--- config.mk ---
export PLATFORM = sky130hd
export DESIGN_NAME = line_follow_pid_drive_unit
export DESIGN_NICKNAME = d
export VERILOG_FILES = /design/src/lfpd_pkg.sv /design/src/lfpd_cfg_regs.sv /design/src/lfpd_div.sv /design/src/lfpd_mul.sv /design/src/line_follow_pid_drive_unit.sv
export SDC_FILE = /design/constraint.sdc
export NUM_CORES = 2
export LEC_CHECK = 0
export BUFFER_PORTS_ARGS = -buffer_cell sky130_fd_sc_hd__buf_2
export CAP_MARGIN = 40
export CELL_PAD_IN_SITES_DETAIL_PLACEMENT = 1
export CELL_PAD_IN_SITES_GLOBAL_PLACEMENT = 2
export CORE_AREA = 2 2 286 288
export DETAILED_ROUTE_END_ITERATION = 10
export DIE_AREA = 0 0 288 290
export GPL_TIMING_DRIVEN = 0
export PLACE_DENSITY_LB_ADDON = 0.08
export RECOVER_POWER = 50
export SYNTH_ARGS = -nofsm -noshare
export SYNTH_HDL_FRONTEND = slang
export SYNTH_HIERARCHICAL = 1
export SYNTH_SLANG_ARGS = --single-unit
--- constraint.sdc ---
create_clock -name i_clk -period 13.41 [get_ports i_clk]
set_input_delay 0.6705 -clock i_clk [delete_from_list [all_inputs] [get_ports i_clk]]
set_output_delay 0.6705 -clock i_clk [all_outputs]
set_load 0.03 [all_outputs]
--- src/lfpd_pkg.sv ---
// ----------------------------------------------------------------------------
// lfpd_pkg: shared types and constants of the line follower drive unit
// Sizes of the sensor row, the integral, the fixed-point products and the
// configuration register map.
// ----------------------------------------------------------------------------
package lfpd_pkg;

    // Sensor row and position
    localparam int SENSOR_COUNT  = 8;
    localparam int SENSOR_WEIGHT = 100;
    localparam int TOTAL_MAX     = SENSOR_WEIGHT * SENSOR_COUNT * (SENSOR_COUNT - 1) / 2;
    localparam int TOTAL_W       = $clog2(TOTAL_MAX + 1);
    localparam int ACT_W         = $clog2(SENSOR_COUNT + 1);
    localparam int STEP_W        = $clog2(TOTAL_W);

    // Register and field widths
    localparam int GAIN_W     = 12;
    localparam int SPEED_W    = 8;
    localparam int CENTER_W   = 10;
    localparam int POS_W      = 10;
    localparam int CFG_IDX_W  = 3;
    localparam int CFG_DATA_W = 12;

    localparam int POS_MAX         = (1 << POS_W) - 1;
    localparam int LINE_POS_RAW    = SENSOR_WEIGHT * (SENSOR_COUNT - 1);
    localparam int LINE_POS_MAX    = (LINE_POS_RAW < POS_MAX) ? LINE_POS_RAW : POS_MAX;
    localparam int SPEED_MAX       = (1 << SPEED_W) - 1;

    // Error, integral and derivative
    localparam int    SUM_WIDTH = 24;
    localparam int    ERR_W     = 11;
    localparam int    DERIV_W   = ERR_W + 1;
    localparam int    ERR_MAX   = (1 << (ERR_W - 1)) - 1;
    localparam int    ERR_MIN   = -(1 << (ERR_W - 1));
    localparam longint SUM_MAX  = (longint'(1) <<< (SUM_WIDTH - 1)) - 1;
    localparam longint SUM_MIN  = -(longint'(1) <<< (SUM_WIDTH - 1));
    localparam int    DIFF_W    = ((TOTAL_W > CENTER_W) ? TOTAL_W : CENTER_W) + 1;

    // Shared multiplier and fixed-point accumulators
    localparam int PID_W        = SUM_WIDTH + GAIN_W + 2;
    localparam int LO_W         = PID_W / 2;
    localparam int HI_W         = PID_W - LO_W;
    localparam int MUL_A_W      = SUM_WIDTH + 1;
    localparam int MUL_B_W      = GAIN_W + 1;
    localparam int PROD_W       = MUL_A_W + MUL_B_W;
    localparam int CORR_W       = PID_W + MUL_B_W;
    localparam int RAW_W        = CORR_W + 1;
    localparam int FRAC_W       = 16;
    localparam int DRV_W        = 16;
    localparam int DRV_MAX      = (1 << DRV_W) - 1;
    localparam int SCALE_FRAC_W = 8;

    // Register reset values
    localparam logic [GAIN_W-1:0]   KP_RST     = GAIN_W'(69);
    localparam logic [GAIN_W-1:0]   KI_RST     = GAIN_W'(0);
    localparam logic [GAIN_W-1:0]   KD_RST     = GAIN_W'(33);
    localparam logic [GAIN_W-1:0]   KS_RST     = GAIN_W'(410);
    localparam logic [SPEED_W-1:0]  BASE_RST   = SPEED_W'(120);
    localparam logic [SPEED_W-1:0]  SCALE_RST  = SPEED_W'(179);
    localparam logic [CENTER_W-1:0] CENTER_RST = CENTER_W'(350);

    // Register map
    typedef enum logic [CFG_IDX_W-1:0] {
        REG_KP     = 0,
        REG_KI     = 1,
        REG_KD     = 2,
        REG_KS     = 3,
        REG_BASE   = 4,
        REG_SCALE  = 5,
        REG_CENTER = 6
    } t_cfg_idx;

    typedef struct packed {
        logic [GAIN_W-1:0]   kp;
        logic [GAIN_W-1:0]   ki;
        logic [GAIN_W-1:0]   kd;
        logic [GAIN_W-1:0]   ks;
        logic [SPEED_W-1:0]  base_speed;
        logic [SPEED_W-1:0]  speed_scale;
        logic [CENTER_W-1:0] center;
    } t_cfg;

    // Operand selection of the shared multiplier
    typedef enum logic [2:0] {
        MUL_NONE,
        MUL_KP,
        MUL_KI,
        MUL_KD,
        MUL_LO,
        MUL_HI,
        MUL_SL,
        MUL_SR
    } t_mul_op;

endpackage

--- src/lfpd_cfg_regs.sv ---
// ----------------------------------------------------------------------------
// lfpd_cfg_regs: configuration register file
// Holds the gains, speeds and centre position; one register per write word.
// ----------------------------------------------------------------------------
module lfpd_cfg_regs import lfpd_pkg::*; (
    input  logic                  i_clk,
    input  logic                  i_rst_n,
    input  logic                  i_wr_en,
    input  logic [CFG_IDX_W-1:0]  i_index,
    input  logic [CFG_DATA_W-1:0] i_data,
    output t_cfg                  o_cfg
);

    t_cfg r_cfg;

    // Load the addressed register, drop writes to unknown indexes
    always_ff @(posedge i_clk) begin
        if (!i_rst_n) begin
            r_cfg.kp          <= KP_RST;
            r_cfg.ki          <= KI_RST;
            r_cfg.kd          <= KD_RST;
            r_cfg.ks          <= KS_RST;
            r_cfg.base_speed  <= BASE_RST;
            r_cfg.speed_scale <= SCALE_RST;
            r_cfg.center      <= CENTER_RST;
        end else if (i_wr_en) begin
            case (i_index)
                REG_KP:     r_cfg.kp          <= i_data[GAIN_W-1:0];
                REG_KI:     r_cfg.ki          <= i_data[GAIN_W-1:0];
                REG_KD:     r_cfg.kd          <= i_data[GAIN_W-1:0];
                REG_KS:     r_cfg.ks          <= i_data[GAIN_W-1:0];
                REG_BASE:   r_cfg.base_speed  <= i_data[SPEED_W-1:0];
                REG_SCALE:  r_cfg.speed_scale <= i_data[SPEED_W-1:0];
                REG_CENTER: r_cfg.center      <= i_data[CENTER_W-1:0];
                default: ;
            endcase
        end
    end

    assign o_cfg = r_cfg;

endmodule

--- src/lfpd_div.sv ---
// ----------------------------------------------------------------------------
// lfpd_div: restoring divider for the line position
// Divides the weighted sensor total by the active count, one quotient bit
// per cycle; pulses done for one cycle when the quotient is ready.
// ----------------------------------------------------------------------------
module lfpd_div import lfpd_pkg::*; (
    input  logic               i_clk,
    input  logic               i_rst_n,
    input  logic               i_start,
    input  logic [TOTAL_W-1:0] i_dividend,
    input  logic [ACT_W-1:0]   i_divisor,
    output logic               o_done,
    output logic [TOTAL_W-1:0] o_quotient
);

    logic               r_busy;
    logic               r_done;
    logic [STEP_W-1:0]  r_step;
    logic [ACT_W-1:0]   r_rem;
    logic [ACT_W-1:0]   r_dvs;
    logic [TOTAL_W-1:0] r_quo;

    logic [ACT_W:0]     w_trial;
    logic               w_fit;
    logic [ACT_W:0]     w_diff;

    // Trial subtract of the next dividend bit
    always_comb begin
        w_trial = {r_rem, r_quo[TOTAL_W-1]};
        w_fit   = (w_trial >= {1'b0, r_dvs});
        w_diff  = w_trial - {1'b0, r_dvs};
    end

    // Shift dividend out and quotient in
    always_ff @(posedge i_clk) begin
        if (!i_rst_n) begin
            r_busy <= 1'b0;
            r_done <= 1'b0;
        end else begin
            r_done <= 1'b0;
            if (i_start) begin
                r_busy <= 1'b1;
                r_step <= STEP_W'(TOTAL_W - 1);
                r_rem  <= '0;
                r_dvs  <= i_divisor;
                r_quo  <= i_dividend;
            end else if (r_busy) begin
                r_rem  <= w_fit ? w_diff[ACT_W-1:0] : w_trial[ACT_W-1:0];
                r_quo  <= {r_quo[TOTAL_W-2:0], w_fit};
                r_step <= r_step - STEP_W'(1);
                if (r_step == '0) begin
                    r_busy <= 1'b0;
                    r_done <= 1'b1;
                end
            end
        end
    end

    assign o_done     = r_done;
    assign o_quotient = r_quo;

endmodule

--- src/lfpd_mul.sv ---
// ----------------------------------------------------------------------------
// lfpd_mul: shared signed multiplier with operand selection
// Serves the three gain products, both halves of the steering product and
// the two speed scalings, one per cycle as the sequencer selects.
// ----------------------------------------------------------------------------
module lfpd_mul import lfpd_pkg::*; (
    input  t_mul_op                    i_op,
    input  t_cfg                       i_cfg,
    input  logic signed [ERR_W-1:0]    i_err,
    input  logic signed [SUM_WIDTH-1:0] i_sum,
    input  logic signed [DERIV_W-1:0]  i_deriv,
    input  logic signed [PID_W-1:0]    i_pid,
    input  logic [DRV_W-1:0]           i_drv_l,
    input  logic [DRV_W-1:0]           i_drv_r,
    output logic signed [PROD_W-1:0]   o_prod
);

    logic signed [MUL_A_W-1:0] w_a;
    logic signed [MUL_B_W-1:0] w_b;
    logic signed [HI_W-1:0]    w_pid_hi;

    assign w_pid_hi = i_pid[PID_W-1:LO_W];

    // Pick the operand pair for this step
    always_comb begin
        case (i_op)
            MUL_KP: begin
                w_a = MUL_A_W'(i_err);
                w_b = MUL_B_W'(i_cfg.kp);
            end
            MUL_KI: begin
                w_a = MUL_A_W'(i_sum);
                w_b = MUL_B_W'(i_cfg.ki);
            end
            MUL_KD: begin
                w_a = MUL_A_W'(i_deriv);
                w_b = MUL_B_W'(i_cfg.kd);
            end
            MUL_LO: begin
                w_a = MUL_A_W'(i_pid[LO_W-1:0]);
                w_b = MUL_B_W'(i_cfg.ks);
            end
            MUL_HI: begin
                w_a = MUL_A_W'(w_pid_hi);
                w_b = MUL_B_W'(i_cfg.ks);
            end
            MUL_SL: begin
                w_a = MUL_A_W'(i_drv_l);
                w_b = MUL_B_W'(i_cfg.speed_scale);
            end
            MUL_SR: begin
                w_a = MUL_A_W'(i_drv_r);
                w_b = MUL_B_W'(i_cfg.speed_scale);
            end
            default: begin
                w_a = '0;
                w_b = '0;
            end
        endcase
    end

    assign o_prod = w_a * w_b;

endmodule

--- src/line_follow_pid_drive_unit.sv ---
// ----------------------------------------------------------------------------
// line_follow_pid_drive_unit: PID steering for a two-motor line follower
// Turns one sample of the line sensors into left and right drive values.
// ----------------------------------------------------------------------------
// Usage:
//   Input channel: i_in_valid / o_in_stall carry one sensor word. Output
//   channel: o_out_valid / i_out_stall carry left_speed, right_speed,
//   line_lost and line_position. Configuration: i_cfg_valid / o_cfg_ready
//   with i_cfg_index and i_cfg_data write one register; ready is always high.
//   Write registers only while no word is in flight.
//   When the line is seen, the restoring divider finds the position one bit
//   per cycle over 12 bits and then pulses done, and the sequencer then takes
//   11 steps around the one shared multiplier before the result is loaded
//   into the output register. A word with no active sensor skips the divider
//   and the multiplier steps and goes straight to the output step.
//   o_in_stall is high from acceptance until the result is loaded into the
//   output register, so a new word is taken only once the last one is out.
//   A result waits in the output register while i_out_stall is high; the
//   sequencer holds the next result in its last step until that slot frees.
//   Reset clears the integral and the previous error, loads the register
//   defaults and empties the output register.
// ----------------------------------------------------------------------------
module line_follow_pid_drive_unit import lfpd_pkg::*; (
    input  logic                    i_clk,
    input  logic                    i_rst_n,
    input  logic                    i_in_valid,
    output logic                    o_in_stall,
    input  logic [SENSOR_COUNT-1:0] i_line_sensors,
    output logic                    o_out_valid,
    input  logic                    i_out_stall,
    output logic [SPEED_W-1:0]      o_left_speed,
    output logic [SPEED_W-1:0]      o_right_speed,
    output logic                    o_line_lost,
    output logic [POS_W-1:0]        o_line_position,
    input  logic                    i_cfg_valid,
    output logic                    o_cfg_ready,
    input  logic [CFG_IDX_W-1:0]    i_cfg_index,
    input  logic [CFG_DATA_W-1:0]   i_cfg_data
);

    typedef enum logic [3:0] {
        S_IDLE, S_DIV, S_ERR, S_MKP, S_MKI, S_MKD, S_MCL, S_MCH,
        S_SPL, S_SPR, S_MSL, S_MSR, S_OUT
    } t_state;

    t_state r_state;
    t_cfg   w_cfg;

    logic                     r_out_valid;
    logic [SPEED_W-1:0]       r_o_left;
    logic [SPEED_W-1:0]       r_o_right;
    logic                     r_o_lost;
    logic [POS_W-1:0]         r_o_pos;

    logic                     r_lost;
    logic [TOTAL_W-1:0]       r_pos;
    logic signed [ERR_W-1:0]  r_err;
    logic signed [ERR_W-1:0]  r_prior;
    logic signed [DERIV_W-1:0] r_deriv;
    logic signed [SUM_WIDTH-1:0] r_sum;
    logic signed [PID_W-1:0]  r_acc;
    logic signed [CORR_W-1:0] r_corr;
    logic [DRV_W-1:0]         r_wl;
    logic [DRV_W-1:0]         r_wr;
    logic [SPEED_W-1:0]       r_spl;
    logic [SPEED_W-1:0]       r_spr;

    logic                     w_in_accept;
    logic [TOTAL_W-1:0]       w_total;
    logic [ACT_W-1:0]         w_active;
    logic                     w_div_done;
    logic [TOTAL_W-1:0]       w_quotient;
    t_mul_op                  w_mul_op;
    logic signed [PROD_W-1:0] w_prod;

    logic signed [DIFF_W-1:0]    w_diff;
    logic signed [ERR_W-1:0]     n_err;
    logic signed [SUM_WIDTH:0]   w_sum_ext;
    logic signed [SUM_WIDTH-1:0] n_sum;
    logic signed [DERIV_W-1:0]   n_deriv;
    logic signed [RAW_W-1:0]     w_base16;
    logic signed [RAW_W-1:0]     w_raw_l;
    logic signed [RAW_W-1:0]     w_raw_r;
    logic [POS_W-1:0]            n_pos_out;

    // Clamp a Q16 wheel speed to a non-negative 16-bit drive value
    function automatic logic [DRV_W-1:0] sat_drive(input logic signed [RAW_W-1:0] v);
        logic [RAW_W-FRAC_W-1:0] whole;
        whole = v[RAW_W-1:FRAC_W];
        if (v < 0) begin
            return '0;
        end else if (whole > (RAW_W - FRAC_W)'(DRV_MAX)) begin
            return DRV_W'(DRV_MAX);
        end else begin
            return v[FRAC_W+DRV_W-1:FRAC_W];
        end
    endfunction

    // Drop the Q0.8 fraction of a scaled speed and clamp to the output range
    function automatic logic [SPEED_W-1:0] sat_speed(input logic signed [PROD_W-1:0] p);
        logic [PROD_W-SCALE_FRAC_W-1:0] whole;
        whole = p[PROD_W-1:SCALE_FRAC_W];
        if (whole > (PROD_W - SCALE_FRAC_W)'(SPEED_MAX)) begin
            return SPEED_W'(SPEED_MAX);
        end else begin
            return whole[SPEED_W-1:0];
        end
    endfunction

    assign w_in_accept = i_in_valid && !o_in_stall;
    assign o_in_stall  = (r_state != S_IDLE);
    assign o_cfg_ready = 1'b1;

    lfpd_cfg_regs u_cfg (
        .i_clk   (i_clk),
        .i_rst_n (i_rst_n),
        .i_wr_en (i_cfg_valid && o_cfg_ready),
        .i_index (i_cfg_index),
        .i_data  (i_cfg_data),
        .o_cfg   (w_cfg)
    );

    // Weighted total and count of the active sensors
    always_comb begin
        w_total  = '0;
        w_active = '0;
        for (int i = 0; i < SENSOR_COUNT; i++) begin
            if (i_line_sensors[i]) begin
                w_total  = w_total + TOTAL_W'(SENSOR_WEIGHT * i);
                w_active = w_active + ACT_W'(1);
            end
        end
    end

    lfpd_div u_div (
        .i_clk      (i_clk),
        .i_rst_n    (i_rst_n),
        .i_start    (w_in_accept && (w_active != '0)),
        .i_dividend (w_total),
        .i_divisor  (w_active),
        .o_done     (w_div_done),
        .o_quotient (w_quotient)
    );

    // Multiplier step for each sequencer state
    always_comb begin
        case (r_state)
            S_MKP:   w_mul_op = MUL_KP;
            S_MKI:   w_mul_op = MUL_KI;
            S_MKD:   w_mul_op = MUL_KD;
            S_MCL:   w_mul_op = MUL_LO;
            S_MCH:   w_mul_op = MUL_HI;
            S_MSL:   w_mul_op = MUL_SL;
            S_MSR:   w_mul_op = MUL_SR;
            default: w_mul_op = MUL_NONE;
        endcase
    end

    lfpd_mul u_mul (
        .i_op    (w_mul_op),
        .i_cfg   (w_cfg),
        .i_err   (r_err),
        .i_sum   (r_sum),
        .i_deriv (r_deriv),
        .i_pid   (r_acc),
        .i_drv_l (r_wl),
        .i_drv_r (r_wr),
        .o_prod  (w_prod)
    );

    // Error, saturating integral and derivative
    always_comb begin
        w_diff = signed'(DIFF_W'(r_pos)) - signed'(DIFF_W'(w_cfg.center));
        if (w_diff > ERR_MAX) begin
            n_err = ERR_W'(ERR_MAX);
        end else if (w_diff < ERR_MIN) begin
            n_err = ERR_W'(ERR_MIN);
        end else begin
            n_err = ERR_W'(w_diff);
        end
        w_sum_ext = (SUM_WIDTH + 1)'(r_sum) + (SUM_WIDTH + 1)'(n_err);
        if (w_sum_ext > SUM_MAX) begin
            n_sum = SUM_WIDTH'(SUM_MAX);
        end else if (w_sum_ext < SUM_MIN) begin
            n_sum = SUM_WIDTH'(SUM_MIN);
        end else begin
            n_sum = SUM_WIDTH'(w_sum_ext);
        end
        n_deriv = DERIV_W'(n_err) - DERIV_W'(r_prior);
    end

    // Wheel speeds in Q16 around the base speed
    always_comb begin
        w_base16 = signed'(RAW_W'({w_cfg.base_speed, {FRAC_W{1'b0}}}));
        w_raw_l  = w_base16 - RAW_W'(r_corr);
        w_raw_r  = w_base16 + RAW_W'(r_corr);
    end

    // Saturate the reported position to its field
    always_comb begin
        if (int'(r_pos) > POS_MAX) begin
            n_pos_out = POS_W'(POS_MAX);
        end else begin
            n_pos_out = POS_W'(r_pos);
        end
    end

    // Sequencer and output register
    always_ff @(posedge i_clk) begin
        if (!i_rst_n) begin
            r_state     <= S_IDLE;
            r_out_valid <= 1'b0;
            r_sum       <= '0;
            r_prior     <= '0;
        end else begin
            // Free the output slot once its word is taken; S_OUT refills it itself
            if (r_out_valid && !i_out_stall && (r_state != S_OUT)) begin
                r_out_valid <= 1'b0;
            end
            case (r_state)
                S_IDLE: begin
                    if (w_in_accept) begin
                        if (w_active == '0) begin
                            r_lost  <= 1'b1;
                            r_sum   <= '0;
                            r_pos   <= '0;
                            r_spl   <= '0;
                            r_spr   <= '0;
                            r_state <= S_OUT;
                        end else begin
                            r_lost  <= 1'b0;
                            r_state <= S_DIV;
                        end
                    end
                end
                S_DIV: begin
                    if (w_div_done) begin
                        r_pos   <= w_quotient;
                        r_state <= S_ERR;
                    end
                end
                S_ERR: begin
                    r_err   <= n_err;
                    r_sum   <= n_sum;
                    r_deriv <= n_deriv;
                    r_prior <= n_err;
                    r_state <= S_MKP;
                end
                S_MKP: begin
                    r_acc   <= PID_W'(w_prod);
                    r_state <= S_MKI;
                end
                S_MKI: begin
                    r_acc   <= r_acc + PID_W'(w_prod);
                    r_state <= S_MKD;
                end
                S_MKD: begin
                    r_acc   <= r_acc + PID_W'(w_prod);
                    r_state <= S_MCL;
                end
                S_MCL: begin
                    r_corr  <= CORR_W'(w_prod);
                    r_state <= S_MCH;
                end
                S_MCH: begin
                    r_corr  <= r_corr + (CORR_W'(w_prod) <<< LO_W);
                    r_state <= S_SPL;
                end
                S_SPL: begin
                    r_wl    <= sat_drive(w_raw_l);
                    r_state <= S_SPR;
                end
                S_SPR: begin
                    r_wr    <= sat_drive(w_raw_r);
                    r_state <= S_MSL;
                end
                S_MSL: begin
                    r_spl   <= sat_speed(w_prod);
                    r_state <= S_MSR;
                end
                S_MSR: begin
                    r_spr   <= sat_speed(w_prod);
                    r_state <= S_OUT;
                end
                S_OUT: begin
                    // hold until the output slot is free
                    if (!r_out_valid || !i_out_stall) begin
                        r_out_valid <= 1'b1;
                        r_o_left    <= r_spl;
                        r_o_right   <= r_spr;
                        r_o_lost    <= r_lost;
                        r_o_pos     <= n_pos_out;
                        r_state     <= S_IDLE;
                    end
                end
                default: r_state <= S_IDLE;
            endcase
        end
    end

    assign o_out_valid     = r_out_valid;
    assign o_left_speed    = r_o_left;
    assign o_right_speed   = r_o_right;
    assign o_line_lost     = r_o_lost;
    assign o_line_position = r_o_pos;

endmodule

==> key figures <==
Status
  • Failing checks: max-capacitance violations, max-slew violations
  • Run status: finished with violations

Clock network
  • Clock-pin slew on the worst setup and hold paths: 0.06 ns
  • Worst-Skew Late Latency: 0.60 ns
  • CTS sink cnt: 340
  • CTS tree: yes
  • Max H-tree Level: 2
  • Num CTS Buffers: 41
  • CTS Root Cell: clkbuf_16
  • Post-CTS Hold Buffers: 0
  • Clock Path Buffers: 3
  • Post-CTS Repair Setup Buffers: 0
  • CTS resizes: 0

Timing
  • Worst Tran Pin Value: 2.19 ns
  • Fin Hold WS: 0.387 ns
  • Tcrit/Tclk final: 0.933
  • Max Transition Viols Final: 34
  • Clk_skew: 0.0409 ns
  • Total negative slack: 0 ns
  • RSZ-0062 raised after global routing: false
  • Post-layout min period: 12.51 ns
  • Final Hold Viols: 0
  • Max Freq: 0.0799 GHz
  • # setup viols final: 0
  • Relative slew slack: -0.460

Placed design
  • Detailed placer's ending HPWL: 97500 um
  • Port buffer count: 54
  • GPL Wtd Cong: 0.900

Job
  • Max-Cap Viols: 2

Routing
  • Total number of vias: 27500
  • Routed WL: 117000 um
  • Drc violations: 0
  • Post-route ant nets: 0
  • Routed WL per cell: 23.9 um
  • Via-per-instance ratio: 5.61
  • Drt pass-1 iters: 5
  • Drt initial violations: 1556

Cells and area
  • Area growth syn-to-layout: 9.96%
  • Util after Layout: 0.459
  • Share of cells above drive strength 1: 0.0845
  • Multi-input gate area: 22100 sq um
  • Ant. Diodes: 0
  • # fillers: 9388
  • # nets final: 4346
  • Register Area: 9050 sq um

Power
  • Logic gate share of total power: 0.265
  • Clock share of power: 0.355
  • VDD IR max: 0.0000943 V
  • Net Sw Frac: 0.329
  • Psw: 1.10 mW
  • P_int: 2.25 mW
  • Leak Pwr: 16.1 nW
  • Sequential Power Share: 0.380
  • Post-layout power: 3.35 mW
  • Power per standard cell area: 90.9 nW/um^2

Critical path
  • Max stage delay on crit path: 0.66 ns
  • CP Launch Type: register
  • CP Capture Type: register
  • Maximum fanout along the worst path: 10
  • Worst reg-to-reg path cell count: 39
  • CP Class: reg -> reg
  • Critical path required time: 13.70 ns
  • Cell repeated most along the worst path: fa_1
  • Critical-path top delay cell: o21ai_1
  • CP Data Arrival Time: 12.80 ns

Global routing
  • Initial antenna violation count: 4
  • First-pass GRT wire length: 183000 um
  • Global route overflow: 0
  • Largest net degree at the start of global routing: 34
  • GRT Total Usage: 0.285
  • Vias in the first global route: 29900

Logic synthesis
  • Ys async rst share: 0
  • Post-synth top area share: 0.201
  • Yosys top cell by area: edfxtp_1
  • Syn avg cell area: 9.13 sq um
  • Prevailing post-synth register cell: edfxtp_1
  • Synth warnings: 6
  • Area of the mapped netlist: 33500 sq um
  • EDFF count, synth: 224
  • Synth Register Bits: 340
  • Most frequent cell after synthesis: nand2_1
  • Top cells by area, synth: edfxtp_1 20%, fa_1 16%, ha_1 8.7%
  • Register area share after synthesis: 0.270
  • Top cells by count, synth: 445 x nand2_1, 425 x inv_1, 279 x nor2_1
  • Syn Inst Count: 3669
  • Synth unique cells: 114

Floorplanning
  • Core box area: 80200 sq um
  • Chip Width: 288 um
  • Initial Util: 0.418
  • DIE HEIGHT: 290 um
  • Rows: 104
  • Io pins: 58
  • Die area: 83500 sq um

Min path
  • Hold depth: 3
  • Worst Hold Class: in -> reg
-- metal layers --
layer / up-vias / global-route usage / share of wire
met5: - / 0 / 0.00011
met4: 2 / 0.0718 / 0.025
met3: 150 / 0.0243 / 0.034
met2: 517 / 0.481 / 0.48
met1: 14100 / 0.392 / 0.46
li1: 12800 / - / -
-- cell type report --
class,instances,share of cell area
multi-input cells,2741,0.599
flip-flops and latches,340,0.246
inverters,429,0.0437
well taps,1060,0.0360
clock buffers,50,0.0313
plain buffers,160,0.0214
repair buffers,104,0.0156
clock inverters,24,0.00714
-- registers in the layout (all words and copies together) (netlist names), 10 cells and up --
register          count
u_cfg/o_cfg          74
r_err                11
r_acc                38
r_deriv              12
r_corr               51
o_line_position      10
r_wr                 16
u_div/o_quotient     12
r_wl                 16
r_pos                12
r_prior              11
r_sum                24
-- through the flow --
step                worst slack, ns  cell area, sq um  cells
finish                        0.900             36800   4908
global route                  0.330             36800   4908
CTS                           0.666             37000   4908
detailed placement            0.776             35500   4834
global placement              0.342             35100   4784
floorplan                      3.89             33500   3670
-- power groups by stage --
| stage | Sequential [mW] | Clock, mW | Combinational (mW) |
|---|---|---|---|
| 4_1_cts | 1.27 | 1.21 | 0.890 |
| 3_3_place_gp | 1.29 | 0 | 0.837 |
| 5_1_grt | 1.28 | 1.24 | 0.975 |
| 6_report | 1.27 | 1.19 | 0.886 |
| 2_1_floorplan | 1.26 | 0 | 0.614 |
| 3_5_place_dp | 1.29 | 0 | 0.883 |
-- cell usage in the layout (no fill, tap or decap), drive strengths merged, types with 23 or more instances in the layout --
cell type / netlist / routed
edfxtp: 224 / 224
and2: 70 / 70
nand2: 449 / 449
o21bai: 25 / 25
xnor2: 125 / 125
mux2i: 115 / 115
nand3: 57 / 57
nand2b: 39 / 39
mux2: 29 / 29
a31oi: 29 / 29
fa: 268 / 268
xor2: 73 / 73
nor2b: 67 / 67
ha: 233 / 233
a221o: 29 / 29
buf: 77 / 144
clkbuf: 83 / 170
a21o: 84 / 84
dfxtp: 116 / 116
nor3: 46 / 46
o21ai: 184 / 184
a21oi: 187 / 187
inv: 428 / 428
and3: 23 / 23
nor2: 282 / 282
-- cell families after synthesis --
logic type	Yosys count	synth area share
fa+ha+maj	502	0.248
mux	147	0.0461
compound gates	739	0.149
other cells	2	0.000224
flops	340	0.270
simple gates	1150	0.162
buf+inv	589	0.0716
xor+xnor	200	0.0532
-- path summary, 6_finish.rpt --
check | endpoint | slack (ns) | from
max | r_acc[36] | 0.90 | r_state[3]
min | u_cfg/o_cfg[17] | 0.39 | i_cfg_data[7]
max reg2reg | r_acc[36] | 0.90 | r_state[3]
min reg2reg | o_right_speed[4] | 0.42 | r_spr[4]
-- worst max-delay path: cells and delay by family, from the launching register on --
kind            cells  cell delay [ns]
simple gates        7             1.29
fa+ha+maj           7             3.35
buf+inv            11             3.32
compound gates     12             3.17
flops               1             0.34
xor+xnor            2             0.71
Note: power is estimated with default switching activity, not from simulation.
